## src/hw/rtl/iew_pkg.sv

```systemverilog
`default_nettype none

package iew_pkg;

    localparam int NumW  = 31;
    localparam int DigN  = 10;
    localparam int BcdW  = 4 * DigN;
    localparam int TokW  = 5;
    localparam int CntW  = $clog2(NumW);

    localparam logic [TokW-1:0] TokZero      = 5'd0;
    localparam logic [TokW-1:0] TokTeenBase  = 5'd10;
    localparam logic [TokW-1:0] TokTensBase  = 5'd18;
    localparam logic [TokW-1:0] TokHundred   = 5'd28;
    localparam logic [TokW-1:0] TokScaleBase = 5'd28;

    // Finished decimal digits, handed from the converter to the token sequencer.
    typedef struct packed {
        logic            valid;
        logic [BcdW-1:0] digits;
    } iew_bcd_res_t;

endpackage

`default_nettype wire

```

## src/hw/rtl/iew_if.sv

```systemverilog
`default_nettype none

interface iew_num_if;
    logic                        valid;
    logic                        ready;
    logic [iew_pkg::NumW-1:0]    number;

    modport source (output valid, output number, input ready);
    modport sink   (input valid, input number, output ready);
endinterface

interface iew_tok_if;
    logic                        valid;
    logic                        ready;
    logic [iew_pkg::TokW-1:0]    word;
    logic                        last;

    modport source (output valid, output word, output last, input ready);
    modport sink   (input valid, input word, input last, output ready);
endinterface

`default_nettype wire

```

## src/hw/rtl/iew_bcd.sv

```systemverilog
`default_nettype none

module iew_bcd (
    input  wire logic                       clk,
    input  wire logic                       rst_n,
    input  wire logic                       start,
    input  wire logic [iew_pkg::NumW-1:0]   number,
    output logic                            busy,
    output iew_pkg::iew_bcd_res_t           res
);

    localparam logic [iew_pkg::CntW-1:0] LastShift = iew_pkg::CntW'(iew_pkg::NumW - 1);

    logic                         busy_reg, busy_next;
    logic                         done_reg, done_next;
    logic [iew_pkg::CntW-1:0]     cnt_reg, cnt_next;
    logic [iew_pkg::NumW-1:0]     bin_reg, bin_next;
    logic [iew_pkg::BcdW-1:0]     bcd_reg, bcd_next;
    logic [iew_pkg::BcdW-1:0]     adj;

    // Shift-and-add-three: every digit of five or more is corrected before the shift.
    always_comb
    begin
        for (int i = 0; i < iew_pkg::DigN; i++)
        begin
            if (bcd_reg[4*i +: 4] >= 4'd5)
            begin
                adj[4*i +: 4] = bcd_reg[4*i +: 4] + 4'd3;
            end
            else
            begin
                adj[4*i +: 4] = bcd_reg[4*i +: 4];
            end
        end
    end

    always_comb
    begin
        busy_next = busy_reg;
        done_next = 1'b0;
        cnt_next  = cnt_reg;
        bin_next  = bin_reg;
        bcd_next  = bcd_reg;
        if (start)
        begin
            busy_next = 1'b1;
            cnt_next  = '0;
            bin_next  = number;
            bcd_next  = '0;
        end
        else if (busy_reg)
        begin
            bcd_next = {adj[iew_pkg::BcdW-2:0], bin_reg[iew_pkg::NumW-1]};
            bin_next = {bin_reg[iew_pkg::NumW-2:0], 1'b0};
            cnt_next = cnt_reg + 1'b1;
            if (cnt_reg == LastShift)
            begin
                busy_next = 1'b0;
                done_next = 1'b1;
            end
        end
    end

    always_ff @(posedge clk or negedge rst_n)
    begin
        if (!rst_n)
        begin
            busy_reg <= 1'b0;
            done_reg <= 1'b0;
            cnt_reg  <= '0;
        end
        else
        begin
            busy_reg <= busy_next;
            done_reg <= done_next;
            cnt_reg  <= cnt_next;
        end
    end

    always_ff @(posedge clk)
    begin
        bin_reg <= bin_next;
        bcd_reg <= bcd_next;
    end

    assign busy       = busy_reg | done_reg;
    assign res.valid  = done_reg;
    assign res.digits = bcd_reg;

endmodule

`default_nettype wire

```

## src/hw/rtl/iew_emit.sv

```systemverilog
`default_nettype none

module iew_emit (
    input  wire logic                   clk,
    input  wire logic                   rst_n,
    input  wire iew_pkg::iew_bcd_res_t  bcd,
    output logic                        busy,
    iew_tok_if.source                   tok
);

    typedef enum logic [2:0] {
        P_ZERO,
        P_HUND,
        P_HWORD,
        P_TENS,
        P_UNITS,
        P_SCALE
    } phase_t;

    phase_t                       phase_reg, phase_next;
    logic [1:0]                   grp_reg, grp_next;
    logic                         busy_reg, busy_next;
    logic [iew_pkg::BcdW-1:0]     dig_reg, dig_next;
    logic                         out_valid_reg, out_valid_next;
    logic [iew_pkg::TokW-1:0]     word_reg, word_next;
    logic                         last_reg, last_next;

    logic [11:0]                  gsel;
    logic [3:0]                   h, t, u;
    logic [3:0]                   nz;
    logic                         lower_nz;
    logic                         step;
    logic                         emit;
    logic                         tl;
    logic [iew_pkg::TokW-1:0]     tw;

    always_comb
    begin
        nz[3] = |dig_reg[39:36];
        nz[2] = |dig_reg[35:24];
        nz[1] = |dig_reg[23:12];
        nz[0] = |dig_reg[11:0];
        case (grp_reg)
            2'd3:    gsel = {8'd0, dig_reg[39:36]};
            2'd2:    gsel = dig_reg[35:24];
            2'd1:    gsel = dig_reg[23:12];
            default: gsel = dig_reg[11:0];
        endcase
        case (grp_reg)
            2'd3:    lower_nz = |nz[2:0];
            2'd2:    lower_nz = |nz[1:0];
            2'd1:    lower_nz = nz[0];
            default: lower_nz = 1'b0;
        endcase
        h = gsel[11:8];
        t = gsel[7:4];
        u = gsel[3:0];
    end

    assign step = busy_reg && (!out_valid_reg || tok.ready);

    always_comb
    begin
        phase_next     = phase_reg;
        grp_next       = grp_reg;
        busy_next      = busy_reg;
        dig_next       = dig_reg;
        out_valid_next = out_valid_reg && !tok.ready;
        word_next      = word_reg;
        last_next      = last_reg;
        emit           = 1'b0;
        tw             = iew_pkg::TokZero;
        tl             = 1'b0;

        if (bcd.valid)
        begin
            busy_next  = 1'b1;
            grp_next   = 2'd3;
            dig_next   = bcd.digits;
            phase_next = (bcd.digits == '0) ? P_ZERO : P_HUND;
        end
        else if (step)
        begin
            case (phase_reg)
                P_ZERO:
                begin
                    emit = 1'b1;
                    tw   = iew_pkg::TokZero;
                    tl   = 1'b1;
                end
                P_HUND:
                begin
                    // An all-zero group gives no tokens, not even its scale word.
                    if (!nz[grp_reg])
                    begin
                        grp_next = grp_reg - 2'd1;
                    end
                    else
                    begin
                        emit       = (h != 4'd0);
                        tw         = {1'b0, h};
                        phase_next = P_HWORD;
                    end
                end
                P_HWORD:
                begin
                    emit       = (h != 4'd0);
                    tw         = iew_pkg::TokHundred;
                    tl         = (t == 4'd0) && (u == 4'd0) && (grp_reg == 2'd0);
                    phase_next = P_TENS;
                end
                P_TENS:
                begin
                    emit = (t != 4'd0) || (u != 4'd0);
                    if (t inside {[4'd2:4'd9]})
                    begin
                        tw = iew_pkg::TokTensBase + {1'b0, t};
                        tl = (u == 4'd0) && (grp_reg == 2'd0);
                    end
                    else if (t == 4'd1)
                    begin
                        tw = iew_pkg::TokTeenBase + {1'b0, u};
                        tl = (grp_reg == 2'd0);
                    end
                    else
                    begin
                        tw = {1'b0, u};
                        tl = (grp_reg == 2'd0);
                    end
                    phase_next = P_UNITS;
                end
                P_UNITS:
                begin
                    emit       = (t inside {[4'd2:4'd9]}) && (u != 4'd0);
                    tw         = {1'b0, u};
                    tl         = (grp_reg == 2'd0);
                    phase_next = P_SCALE;
                end
                P_SCALE:
                begin
                    emit = (grp_reg != 2'd0);
                    tw   = iew_pkg::TokScaleBase + {3'b000, grp_reg};
                    tl   = !lower_nz;
                    if (grp_reg == 2'd0)
                    begin
                        busy_next = 1'b0;
                    end
                    else
                    begin
                        grp_next   = grp_reg - 2'd1;
                        phase_next = P_HUND;
                    end
                end
                default:
                begin
                    busy_next = 1'b0;
                end
            endcase

            if (emit)
            begin
                out_valid_next = 1'b1;
                word_next      = tw;
                last_next      = tl;
                if (tl)
                begin
                    busy_next = 1'b0;
                end
            end
        end
    end

    always_ff @(posedge clk or negedge rst_n)
    begin
        if (!rst_n)
        begin
            phase_reg     <= P_ZERO;
            grp_reg       <= 2'd0;
            busy_reg      <= 1'b0;
            out_valid_reg <= 1'b0;
            word_reg      <= iew_pkg::TokZero;
            last_reg      <= 1'b0;
        end
        else
        begin
            phase_reg     <= phase_next;
            grp_reg       <= grp_next;
            busy_reg      <= busy_next;
            out_valid_reg <= out_valid_next;
            word_reg      <= word_next;
            last_reg      <= last_next;
        end
    end

    always_ff @(posedge clk)
    begin
        dig_reg <= dig_next;
    end

    assign busy      = busy_reg;
    assign tok.valid = out_valid_reg;
    assign tok.word  = word_reg;
    assign tok.last  = last_reg;

endmodule

`default_nettype wire

```

## src/hw/rtl/integer_to_english_word_tokens_unit.sv

```systemverilog
// Sequence: after the number's transfer come 31 shift-and-add-three steps, one handoff,
// then one to six sequencer steps before the first word token is shown.
// Pacing: one number at a time; the sequencer takes up to 19 steps over four digit groups,
// one token at most per step, and output stalls hold it; a new number is taken once the last token is registered.
// Reset: rst_n clears all control state asynchronously; the block comes up idle.
`default_nettype none

module integer_to_english_word_tokens_unit (
    input  wire logic   clk,
    input  wire logic   rst_n,
    iew_num_if.sink     num_ch,
    iew_tok_if.source   word_ch
);

    logic                    bcd_busy;
    logic                    emit_busy;
    logic                    start;
    iew_pkg::iew_bcd_res_t   bcd_res;

    assign num_ch.ready = !bcd_busy && !emit_busy;
    assign start        = num_ch.valid && num_ch.ready;

    iew_bcd u_bcd (
        .clk    (clk),
        .rst_n  (rst_n),
        .start  (start),
        .number (num_ch.number),
        .busy   (bcd_busy),
        .res    (bcd_res)
    );

    iew_emit u_emit (
        .clk   (clk),
        .rst_n (rst_n),
        .bcd   (bcd_res),
        .busy  (emit_busy),
        .tok   (word_ch)
    );

endmodule

`default_nettype wire

```

## src/flat_wrapper.sv

```systemverilog
// flat-port wrapper written by rule: the top's interface ports become plain ports
module integer_to_english_word_tokens_unit_flat 
  (clk, rst_n, num_ch_valid, num_ch_number, num_ch_ready, word_ch_valid, word_ch_word, word_ch_last, word_ch_ready);
  iew_num_if num_ch_i ();
  iew_tok_if word_ch_i ();
  input  wire logic clk;
  input  wire logic rst_n;
  input wire logic [$bits(num_ch_i.valid)-1:0] num_ch_valid;
  input wire logic [$bits(num_ch_i.number)-1:0] num_ch_number;
  output wire logic [$bits(num_ch_i.ready)-1:0] num_ch_ready;
  output wire logic [$bits(word_ch_i.valid)-1:0] word_ch_valid;
  output wire logic [$bits(word_ch_i.word)-1:0] word_ch_word;
  output wire logic [$bits(word_ch_i.last)-1:0] word_ch_last;
  input wire logic [$bits(word_ch_i.ready)-1:0] word_ch_ready;
  assign num_ch_i.valid = num_ch_valid;
  assign num_ch_i.number = num_ch_number;
  assign num_ch_ready = num_ch_i.ready;
  assign word_ch_valid = word_ch_i.valid;
  assign word_ch_word = word_ch_i.word;
  assign word_ch_last = word_ch_i.last;
  assign word_ch_i.ready = word_ch_ready;
  integer_to_english_word_tokens_unit u_core (.clk(clk), .rst_n(rst_n), .num_ch(num_ch_i), .word_ch(word_ch_i));
endmodule
```

## config.mk

```make
export PLATFORM = sky130hd
export DESIGN_NAME = integer_to_english_word_tokens_unit_flat
export DESIGN_NICKNAME = d
export VERILOG_FILES = /design/src/hw/rtl/iew_pkg.sv /design/src/hw/rtl/iew_if.sv /design/src/hw/rtl/iew_bcd.sv /design/src/hw/rtl/iew_emit.sv /design/src/hw/rtl/integer_to_english_word_tokens_unit.sv /design/src/flat_wrapper.sv
export SDC_FILE = /design/constraint.sdc
export NUM_CORES = 1
export LEC_CHECK = 0
export BUFFER_PORTS_ARGS = -buffer_cell sky130_fd_sc_hd__buf_2
export CELL_PAD_IN_SITES_DETAIL_PLACEMENT = 0
export CELL_PAD_IN_SITES_GLOBAL_PLACEMENT = 1
export CORE_MARGIN = 10
export CORE_UTILIZATION = 45
export CTS_CLUSTER_DIAMETER = 80
export CTS_CLUSTER_SIZE = 10
export DETAILED_ROUTE_END_ITERATION = 16
export GPL_TIMING_DRIVEN = 0
export PLACE_DENSITY_LB_ADDON = 0.1
export SLEW_MARGIN = 10
export SYNTH_ARGS = -nofsm -noshare
export SYNTH_HDL_FRONTEND = slang
export SYNTH_SLANG_ARGS = --single-unit
export TNS_END_PERCENT = 100
```

## constraint.sdc

```tcl
create_clock -name clk -period 4.1 [get_ports clk]
set_input_delay 0.41 -clock clk [delete_from_list [all_inputs] [get_ports clk]]
set_output_delay 0.41 -clock clk [all_outputs]
set_load 0.01 [all_outputs]
```

== Word-level counts from Yosys, hierarchy flattened ==
Cells that the tools add are included.
Word-level totals
  register bits: 131
  input port bits: 35
Cells by class
  $add $sub $neg: 15
  magnitude comparators: 13
  eq/ne operators: 13
  mux-type cells: 56
  bitwise gates (word level): 2
  reductions and logical operators: 39
Operators with widths (count)
  $mux W31: 2
  $ge A4 B3 Y1 const B: 10
  $logic_not A40 Y1: 1
  $mux W4: 10
  $add A4 B2 Y4 const B: 9
  $pmux W12 S3: 1
  $reduce_or A12 Y1: 3
  $reduce_or A36 Y1: 1
  $pmux W5 S5: 1
  $reduce_or A24 Y1: 1
  $mux W1: 22
  $mux W5: 4
  $mux W3: 5
  $pmux W3 S5: 1
  $reduce_bool A4 Y1: 3
  $logic_and A1 B1 Y1: 9
  $ne A3 B2 Y1 const B: 3
  $logic_not A4 Y1: 2
  $mux W2: 4
  $reduce_and A4 Y1: 2
  $eq A3 B2 Y1 const B: 2
  $eq A3 B3 Y1 const B: 2
  $pmux W1 S6: 1
  $reduce_bool A2 Y1: 3
  other kinds (30): 36

== Depth between registers and ports, before layout ==
Gate-level depths: netlist of run 1.
  word-level depth: 12
  mapped depth: 12
  depth with buffers taken out: 12

== Modules after synthesis ==
From an unflattened synthesis of run 1, not the netlist that was laid out.
Unflattened totals
  cell total of the unflattened synthesis: 665
  area, all modules: 7090.6 um2
Modules (own cells, without submodules)
  iew_bcd: times used 1, cells an instance 404, area an instance 4137.7 um2
  iew_emit: times used 1, cells an instance 259, area an instance 2936.6 um2
  integer_to_english_word_tokens_unit: times used 1, cells an instance 2, area an instance 16.3 um2

== Worst setup path before layout of run 1 ==
OpenSTA, ideal clock, no wires.
  path kind: flip-flop to flip-flop
  start point: register u_core.u_bcd.done_reg
  end point: register u_core.u_bcd.bin_reg[0] in the netlist's numbering, enable pin
  library setup time: 393 ps
  data arrival time: 2449 ps
  setup slack: 1258 ps
  cell stages (with the launch flop): 4
  buffers on the path: 0
  clock period less this slack: 2842 ps
  cells stage by stage: dfrtp_1 -> nor3_1 -> nand2_1 -> nand2b_1
Between the ends
  word-level cells in the longest chain between the ends: 5
Ends and longest elaborated chain
  start: declaration: line iew_bcd.sv:15  | logic done_reg, done_next;
  start signal: assignment: line iew_bcd.sv:75  | done_reg <= done_next;
  $or A1 B1 Y1: line iew_bcd.sv:86  | assign busy = busy_reg | done_reg;
  $logic_not A1 Y1: line integer_to_english_word_tokens_unit.sv:20  | assign num_ch.ready = !bcd_busy && !emit_busy;
  $logic_and A1 B1 Y1: line integer_to_english_word_tokens_unit.sv:20
  named net num_ch_ready: line flat_wrapper.sv:10  | output wire logic [$bits(num_ch_i.ready)-1:0] num_ch_ready;
  $logic_and A1 B1 Y1: line integer_to_english_word_tokens_unit.sv:21  | assign start = num_ch.valid && num_ch.ready;
  $reduce_bool A2 Y1 (no source line)
  end signal: assignment: line iew_bcd.sv:82  | bin_reg <= bin_next;
  end: declaration: line iew_bcd.sv:17  | logic [iew_pkg::NumW-1:0] bin_reg, bin_next;
The timed path passes the listed nets, and every way through them passes these cells.
A chain may end at the register's enable or synchronous reset.

== Worst setup path in the final report of run 1 ==
  start point: register u_core.u_emit.grp_reg[1]
  end point: register u_core.u_emit.busy_reg, in the netlist u_core.u_emit.busy
Between the ends
  word-level cells in the longest chain between the ends: 12
  elaborated cells between the ends (all ways): 37
Ends and longest elaborated chain
  start: declaration: line iew_emit.sv:21  | logic [1:0] grp_reg, grp_next;
  start signal: assignment: line iew_emit.sv:187  | grp_reg <= grp_next;
  $eq A2 B1 Y1 or $eq A2 B2 Y1 (tied branches): line iew_emit.sv:43, iew_emit.sv:49
  $pmux W12 S3: line iew_emit.sv:43  | case (grp_reg)
  $ge A4 B2 Y1 (tied with other cells): line iew_emit.sv:115, iew_emit.sv:134
  $logic_and A1 B1 Y1, on equally long branches
  $mux W1 or $logic_and A1 B1 Y1 (tied branches): line iew_emit.sv:115, iew_emit.sv:109
  $pmux W1 S5: line iew_emit.sv:84  | case (phase_reg)
  $mux W1: line iew_emit.sv:82  | else if (step)
  $mux W1: line iew_emit.sv:75  | if (bcd.valid)
  $mux W1: line iew_emit.sv:165  | if (tl)
  $mux W1 *: line iew_emit.sv:160  | if (emit)
  $mux W1 *: line iew_emit.sv:82
  $mux W1 *: line iew_emit.sv:75
  end signal: assignment: line iew_emit.sv:188  | busy_reg <= busy_next;
  end: declaration: line iew_emit.sv:22  | logic busy_reg, busy_next;
Every way passes the cells marked *; elsewhere a longest branch is shown, timed or not. The select of a mux whose other input is x is not followed.

==> impl_metrics.tcl, run 1 <==
set metrics [dict create \
    drtIter0Drc 489 \
    cts_buffers 17 \
    layout_min_cycle_time_ps 3000 \
    synthesis.nets 788 \
    vias 5543 \
    async_flop_share_pct 15.3 \
    tightest_slew_ps 755 \
    p_comb_share_pct 43.1 \
    synth.avg_cell_area_um2 9.68 \
    r2r-end "u_core.u_emit.busy$_DFFE_PN0N_" \
    synth_top_area_cell "edfxtp_1" \
    dp_hpwl_um 13300 \
    fin_crit_sh_pct 73.2 \
    ys.flop_type "edfxtp_1" \
    core_um2 15100 \
    whs_path_depth 3 \
    place.gp.congestion 0.934 \
    overflow 0 \
    p_int_mw 3.90 \
    status "complete, no violations" \
    holdPathEnd "u_core.u_bcd.bin_reg[24]$_DFFE_PP_" \
    finalClockSkew_ps 12.6 \
    yosys-top-cells-area "edfxtp_1, dfxtp_1, nand2_1" \
    critPathKind "flop to flop" \
    final_cells 976 \
    die-area_um2 20700 \
    power_density_nw_per_um2 832 \
    syn_area_um2 6900 \
    final.setup.tns_ps 0 \
    ir_drop_mv 0.327 \
    ios 43 \
    cap_violations 0 \
    dpl_worst_slack_ps 1130 \
    worst_ep_required_time_ps 4400 \
    synth_seq_cells 131 \
    yosysWarningCount 0 \
    reg2reg_depth 10 \
    final_nets 851 \
    grtUsageTotal_pct 18.1 \
    clk_pin_slew_ps 60 \
    switchingPower_mw 2.67 \
    ant_nets 0 \
    wl_um 18000 \
    placed_cells 943 \
    p_leak_nw 3.25 \
    min-delay-start "num_ch_number[24]" \
    fmax_mhz 333 \
    cp.arrival_ps 3310 \
    slew_viol_final 0 \
    rsz0062_at_grt "false" \
    synth_common_cells "nand2_1, edfxtp_1, o21ai_0, ha_1, dfxtp_1" \
    synth_enable_flop_cells 71 \
    grt_pass1_wl_um 28900 \
    utilization_pct 52.4 \
    setup_viol 0 \
    ys_seq_area_share_pct 49.8 \
    pwr-share-clk_pct 20.9 \
    hp-class "input port to flop" \
    grt_max_degree 41 \
    antenna_found_initial 0 \
    layout_setup_ws_ps 1100 \
    first_global_vias 5340 \
    io_buffers 42 \
    hold_viol_final 0 \
    crit_fanout 10 \
    seqPwrFrac_pct 36.0 \
    drc 0 \
    die_w_um 144 \
    post_drt_wl_per_cell_um 18.4 \
    first_pass_iters 7 \
    clock_sinks 131 \
    r2r_start "u_core.u_emit.grp_reg[1]$_DFFE_PN0P_" \
    cts_resized 0 \
    cts_max_level 4 \
    cp-start-kind "flop" \
    yosys.area.top_type_share_pct 30.9 \
    cts_tree "yes" \
    initial_core_util_pct 45.7 \
    rows 45 \
    p_total_mw 6.58 \
    rrSetupSlack_ps 1100 \
    n_fill_cell 1388 \
    cts_root_buf "clkbuf_16" \
    die_y_um 144 \
    n_antenna_cell 0 \
    drive_gt1_share_pct 12.2 \
    maxSlewHeadroom_pct 49.7 \
    yosysMostFrequentCell "nand2_1" \
    endpoint_kind "flop" \
    synth_cells 712 \
    clk_latency_ps 420 \
    clk_path_buf_depth 2 \
    vias_per_cell 5.68 \
    syn2layout_area_growth_pct 14.7 \
    netSwitchingFraction_pct 40.6 \
    synth_cell_types 65 \
]
-- critical path, stage by stage, from the launching register on --
cell and delay (ps):
dfrtp_1 440, inv_1 170, ha_1 250, buf_4 200, inv_2 100, a21oi_1 590
nor4_4 110, o31a_1 320, a21oi_2 220, o32ai_1 130, a221o_1 350
-- logic make-up after synthesis --
family / after synthesis / synth area share, %
flops: 131 / 49.8
compound gates: 160 / 15.5
xor+xnor: 24 / 3.05
simple gates: 281 / 18.4
buf+inv: 64 / 3.83
fa+ha+maj: 41 / 7.44
mux: 11 / 1.96
-- per-stage QoR --
stage | hold slack (ps) | instance area, um2
final | 250 | 7910
after global routing | 238 | 7910
after CTS | 232 | 7910
after detailed placement | 397 | 7360
after global placement | 380 | 7340
after floorplan | 114 | 6900
-- worst max-delay path by stage --
stage / slack (ps) / cells after the start / from / endpoint
detailed placement: 1130 / 10 / u_core.u_emit.grp_reg[1]$_DFFE_PN0P_ / u_core.u_emit.busy$_DFFE_PN0N_
CTS: 1110 / 10 / u_core.u_emit.grp_reg[1]$_DFFE_PN0P_ / u_core.u_emit.busy$_DFFE_PN0N_
global route: 910 / 10 / u_core.u_emit.grp_reg[1]$_DFFE_PN0P_ / u_core.u_emit.busy$_DFFE_PN0N_
floorplan: 1260 / 3 / u_core.u_bcd.done_reg$_DFF_PN0_ / u_core.u_bcd.bin_reg[0]$_SDFFCE_PN0P_
global placement: 680 / 3 / u_core.u_bcd.done_reg$_DFF_PN0_ / u_core.u_bcd.bin_reg[5]$_DFFE_PP_
finish: 1100 / 10 / u_core.u_emit.grp_reg[1]$_DFFE_PN0P_ / u_core.u_emit.busy$_DFFE_PN0N_
-- layout by cell type, fill, tap and decap left out, types with 5 or more instances in the layout --
| cell type | netlist | routed |
|---|---|---|
| nor2b_1 | 9 | 9 |
| a21oi_1 | 22 | 22 |
| mux2_4 | 5 | 5 |
| xor2_1 | 10 | 10 |
| a221o_1 | 6 | 6 |
| xnor2_1 | 14 | 14 |
| inv_1 | 29 | 29 |
| clkbuf_1 | 24 | 28 |
| mux2i_1 | 6 | 6 |
| ha_1 | 41 | 41 |
| nor4_1 | 13 | 13 |
| clkbuf_16 | 0 | 17 |
| clkinv_2 | 0 | 5 |
| nand2_1 | 169 | 169 |
| nand4_1 | 10 | 10 |
| o21ai_0 | 65 | 65 |
| nand3_1 | 12 | 12 |
| nand2b_1 | 18 | 17 |
| edfxtp_1 | 71 | 71 |
| nor2_1 | 28 | 28 |
| dfrtp_1 | 20 | 19 |
| o31ai_1 | 21 | 21 |
| buf_2 | 4 | 46 |
| dfxtp_1 | 40 | 40 |
| nor3_1 | 9 | 9 |
-- power groups by stage --
stage	combinational, mW	clock, mW	sequential (mW)
after floorplan	2.12	0	2.25
after global placement	2.74	0	2.37
after detailed placement	2.82	0	2.38
after CTS	2.84	1.40	2.36
after global routing	3.22	1.45	2.42
final	2.83	1.38	2.37
-- area by class of cell --
cell class | instances | area, um2 | area share, %
Sequential cell | 131 | 3430 | 43.4
Multi-Input combinational cell | 517 | 3200 | 40.5
Clock buffer | 21 | 440 | 5.57
Timing Repair Buffer | 44 | 240 | 3.04
Tap cell | 188 | 235 | 2.98
Buffer | 31 | 140 | 1.77
Inverter | 33 | 124 | 1.57
Clock inverter | 11 | 91.3 | 1.16
-- repair_timing --
action,CTS,global route
hold buffers,1,0
endpoints found under the hold margin,20,0
buffers inserted,0,0
-- routing by layer --
metal	vias up	global-route usage, %	routed length (um)
met5	-	0	0
met4	0	7.31	402
met3	32	3.93	981
met2	207	27.3	8370
met1	2631	24.5	8250
li1	2673	-	-
No activity file was read; power rests on OpenSTA's default activity.
==> run 2, diff against run 1 <==
CORE_UTILIZATION = 43   (was 45)
clock period = 2.5 ns   (was 4.1 ns; I/O delays follow)
==> run 2 against run 1 <==
  * The flow now finishes with violations (negative setup slack)
  * Cell area up 4.9%
  * Hold slack worse by 160 ps
  * Sequential share of layout area down 2.0 points
  * Register-to-register slack worse by 1300 ps
  * Fmax up 12%
  * Routed wire length up 3.3%
  * Non-clock buffer count up 13
  * Sequential power up 63%
  * Die area up 4.0%
  * Cell count up 4.2%
  * Clock power up 90%
  * Clock skew down 3.1 ps
==> impl_metrics.tcl, run 2 (synthesis gave the netlist of run 1 again) <==
set metrics [dict create \
    vias_per_cell 5.43 \
    maxSlewHeadroom_pct 46.7 \
    status "finished, violations left" \
    crit_fanout 7 \
    clock_sinks 131 \
    ant_nets 0 \
    p_total_mw 11.6 \
    post_drt_wl_per_cell_um 18.3 \
    dpl_worst_slack_ps -499 \
    vias 5523 \
    drc 0 \
    setup_viol 8 \
    clk_path_buf_depth 2 \
    die_y_um 147 \
    endpoint_kind "flop" \
    min-delay-start "num_ch_number[23]" \
    cp-start-kind "flop" \
    violations "negative setup slack" \
    first_pass_iters 5 \
    io_buffers 42 \
    p_leak_nw 3.38 \
    antenna_found_initial 0 \
    fin_crit_sh_pct 107 \
    clk_latency_ps 420 \
    place_area_um2 7410 \
    grt_pass1_wl_um 29800 \
    hp-class "input port to flop" \
    tightest_slew_ps 799 \
    multi_input_area_um2 3330 \
    cts_buffers 17 \
    dp_hpwl_um 13500 \
    regArea_um2 3440 \
    rows 46 \
    layout_min_cycle_time_ps 2680 \
    wl_um 18600 \
    ir_drop_mv 0.528 \
    cts_tree "yes" \
    syn2layout_area_growth_pct 20.3 \
    place.gp.congestion 0.904 \
    core_um2 15800 \
    drtIter0Drc 398 \
    r2r_start "u_core.u_emit.grp_reg[0]$_DFFE_PN0P_" \
    n_antenna_cell 0 \
    grtUsageTotal_pct 17.4 \
    final_cells 1017 \
    n_fill_cell 1514 \
    die-area_um2 21500 \
    finalClockSkew_ps 9.50 \
    placed_cells 971 \
    setup.worst_path.start "u_core.u_emit.grp_reg[0]$_DFFE_PN0P_" \
    grt_max_degree 40 \
    ios 43 \
    cp.arrival_ps 2990 \
    worst_ep_required_time_ps 2800 \
    power_density_nw_per_um2 1400 \
    first_global_vias 5411 \
    layout_setup_ws_ps -185 \
    cts_max_level 4 \
    hold_viol_final 0 \
    layout_commonest_cell "nand2_1" \
    overflow 0 \
    final_area_um2 8290 \
    utilization_pct 52.4 \
    drive_gt1_share_pct 17.0 \
    initial_core_util_pct 43.6 \
    cts_root_buf "clkbuf_16" \
    clk_pin_slew_ps 60 \
    rsz0062_at_grt "true" \
    die_w_um 147 \
    cap_violations 0 \
    final_nets 864 \
    fmax_mhz 372 \
    slew_viol_final 0 \
    layout_common_cells "nand2_1, edfxtp_1, o21ai_0" \
    critPathKind "flop to flop" \
]
run 2: final timing paths:
kind / to / slack (ps) / depth (start not counted)
max in group asynchronous: u_core.u_emit.grp_reg[1]$_DFFE_PN0P_ / 1800 / 2
hold / removal: u_core.u_bcd.bin_reg[23]$_DFFE_PP_ / 90 / 3
min in group asynchronous: u_core.u_emit.tok.word[0]$_DFFE_PN0P_ / 330 / 2
setup reg to reg: u_core.u_emit.tok.word[1]$_DFFE_PN0P_ / -180 / 10
setup / recovery: u_core.u_emit.tok.word[1]$_DFFE_PN0P_ / -180 / 10
hold reg to reg: u_core.u_emit.dig_reg[37]$_DFFE_PP_ / 470 / 0
run 2: area by class of cell:
| type | count | area share, % |
|---|---|---|
| clock buffer | 19 | 5.34 |
| buffer | 30 | 1.74 |
| clock inverter | 13 | 2.20 |
| tap | 216 | 3.26 |
| sequential | 131 | 41.4 |
| multi-input combinational | 517 | 40.1 |
| timing repair buffer | 58 | 4.36 |
| inverter | 33 | 1.52 |
run 2: repair_timing:
action	CTS	global route
endpoints found under the setup margin	8	24
gates cloned	0	0
pin swaps	11	3
resized for setup	27	7
hold buffers	1	0
setup buffers	11	3
hold endpoints to repair	20	0
run 2: routing by layer:
layer / part of all wire, % / up-vias / global-route usage (%)
met4: 2.2 / 0 / 6.71
met3: 4.9 / 30 / 3.65
met2: 47 / 173 / 27.6
met5: 0 / - / 0
met1: 46 / 2615 / 22.8
li1: - / 2705 / -
run 2: metrics by stage:
| step | hold WS, ps | TNS [ps] |
|---|---|---|
| floorplan | -45.6 | 0 |
| global placement | 224 | -50670 |
| detailed placement | 236 | -3420 |
| CTS | 68.0 | -905 |
| global route | 82.0 | -2020 |
| finish | 87.4 | -1240 |
run 2: where the power goes:
group	total, mW	leakage [nW]	switching [mW]	internal (mW)
sequential	3.87	1.28	0.661	3.21
clock	2.62	0.297	0.924	1.69
combinational	5.08	1.81	2.97	2.11
run 2: worst max-delay path, cell delays in order (launching register included):
cell and delay [ps]:
dfrtp_2 440, buf_4 160, ha_4 170, a222oi_1 430, a21oi_4 140, nor4_4 370
o31a_1 180, a21oi_2 80, o21ai_4 170, buf_12 140, mux2_4 290
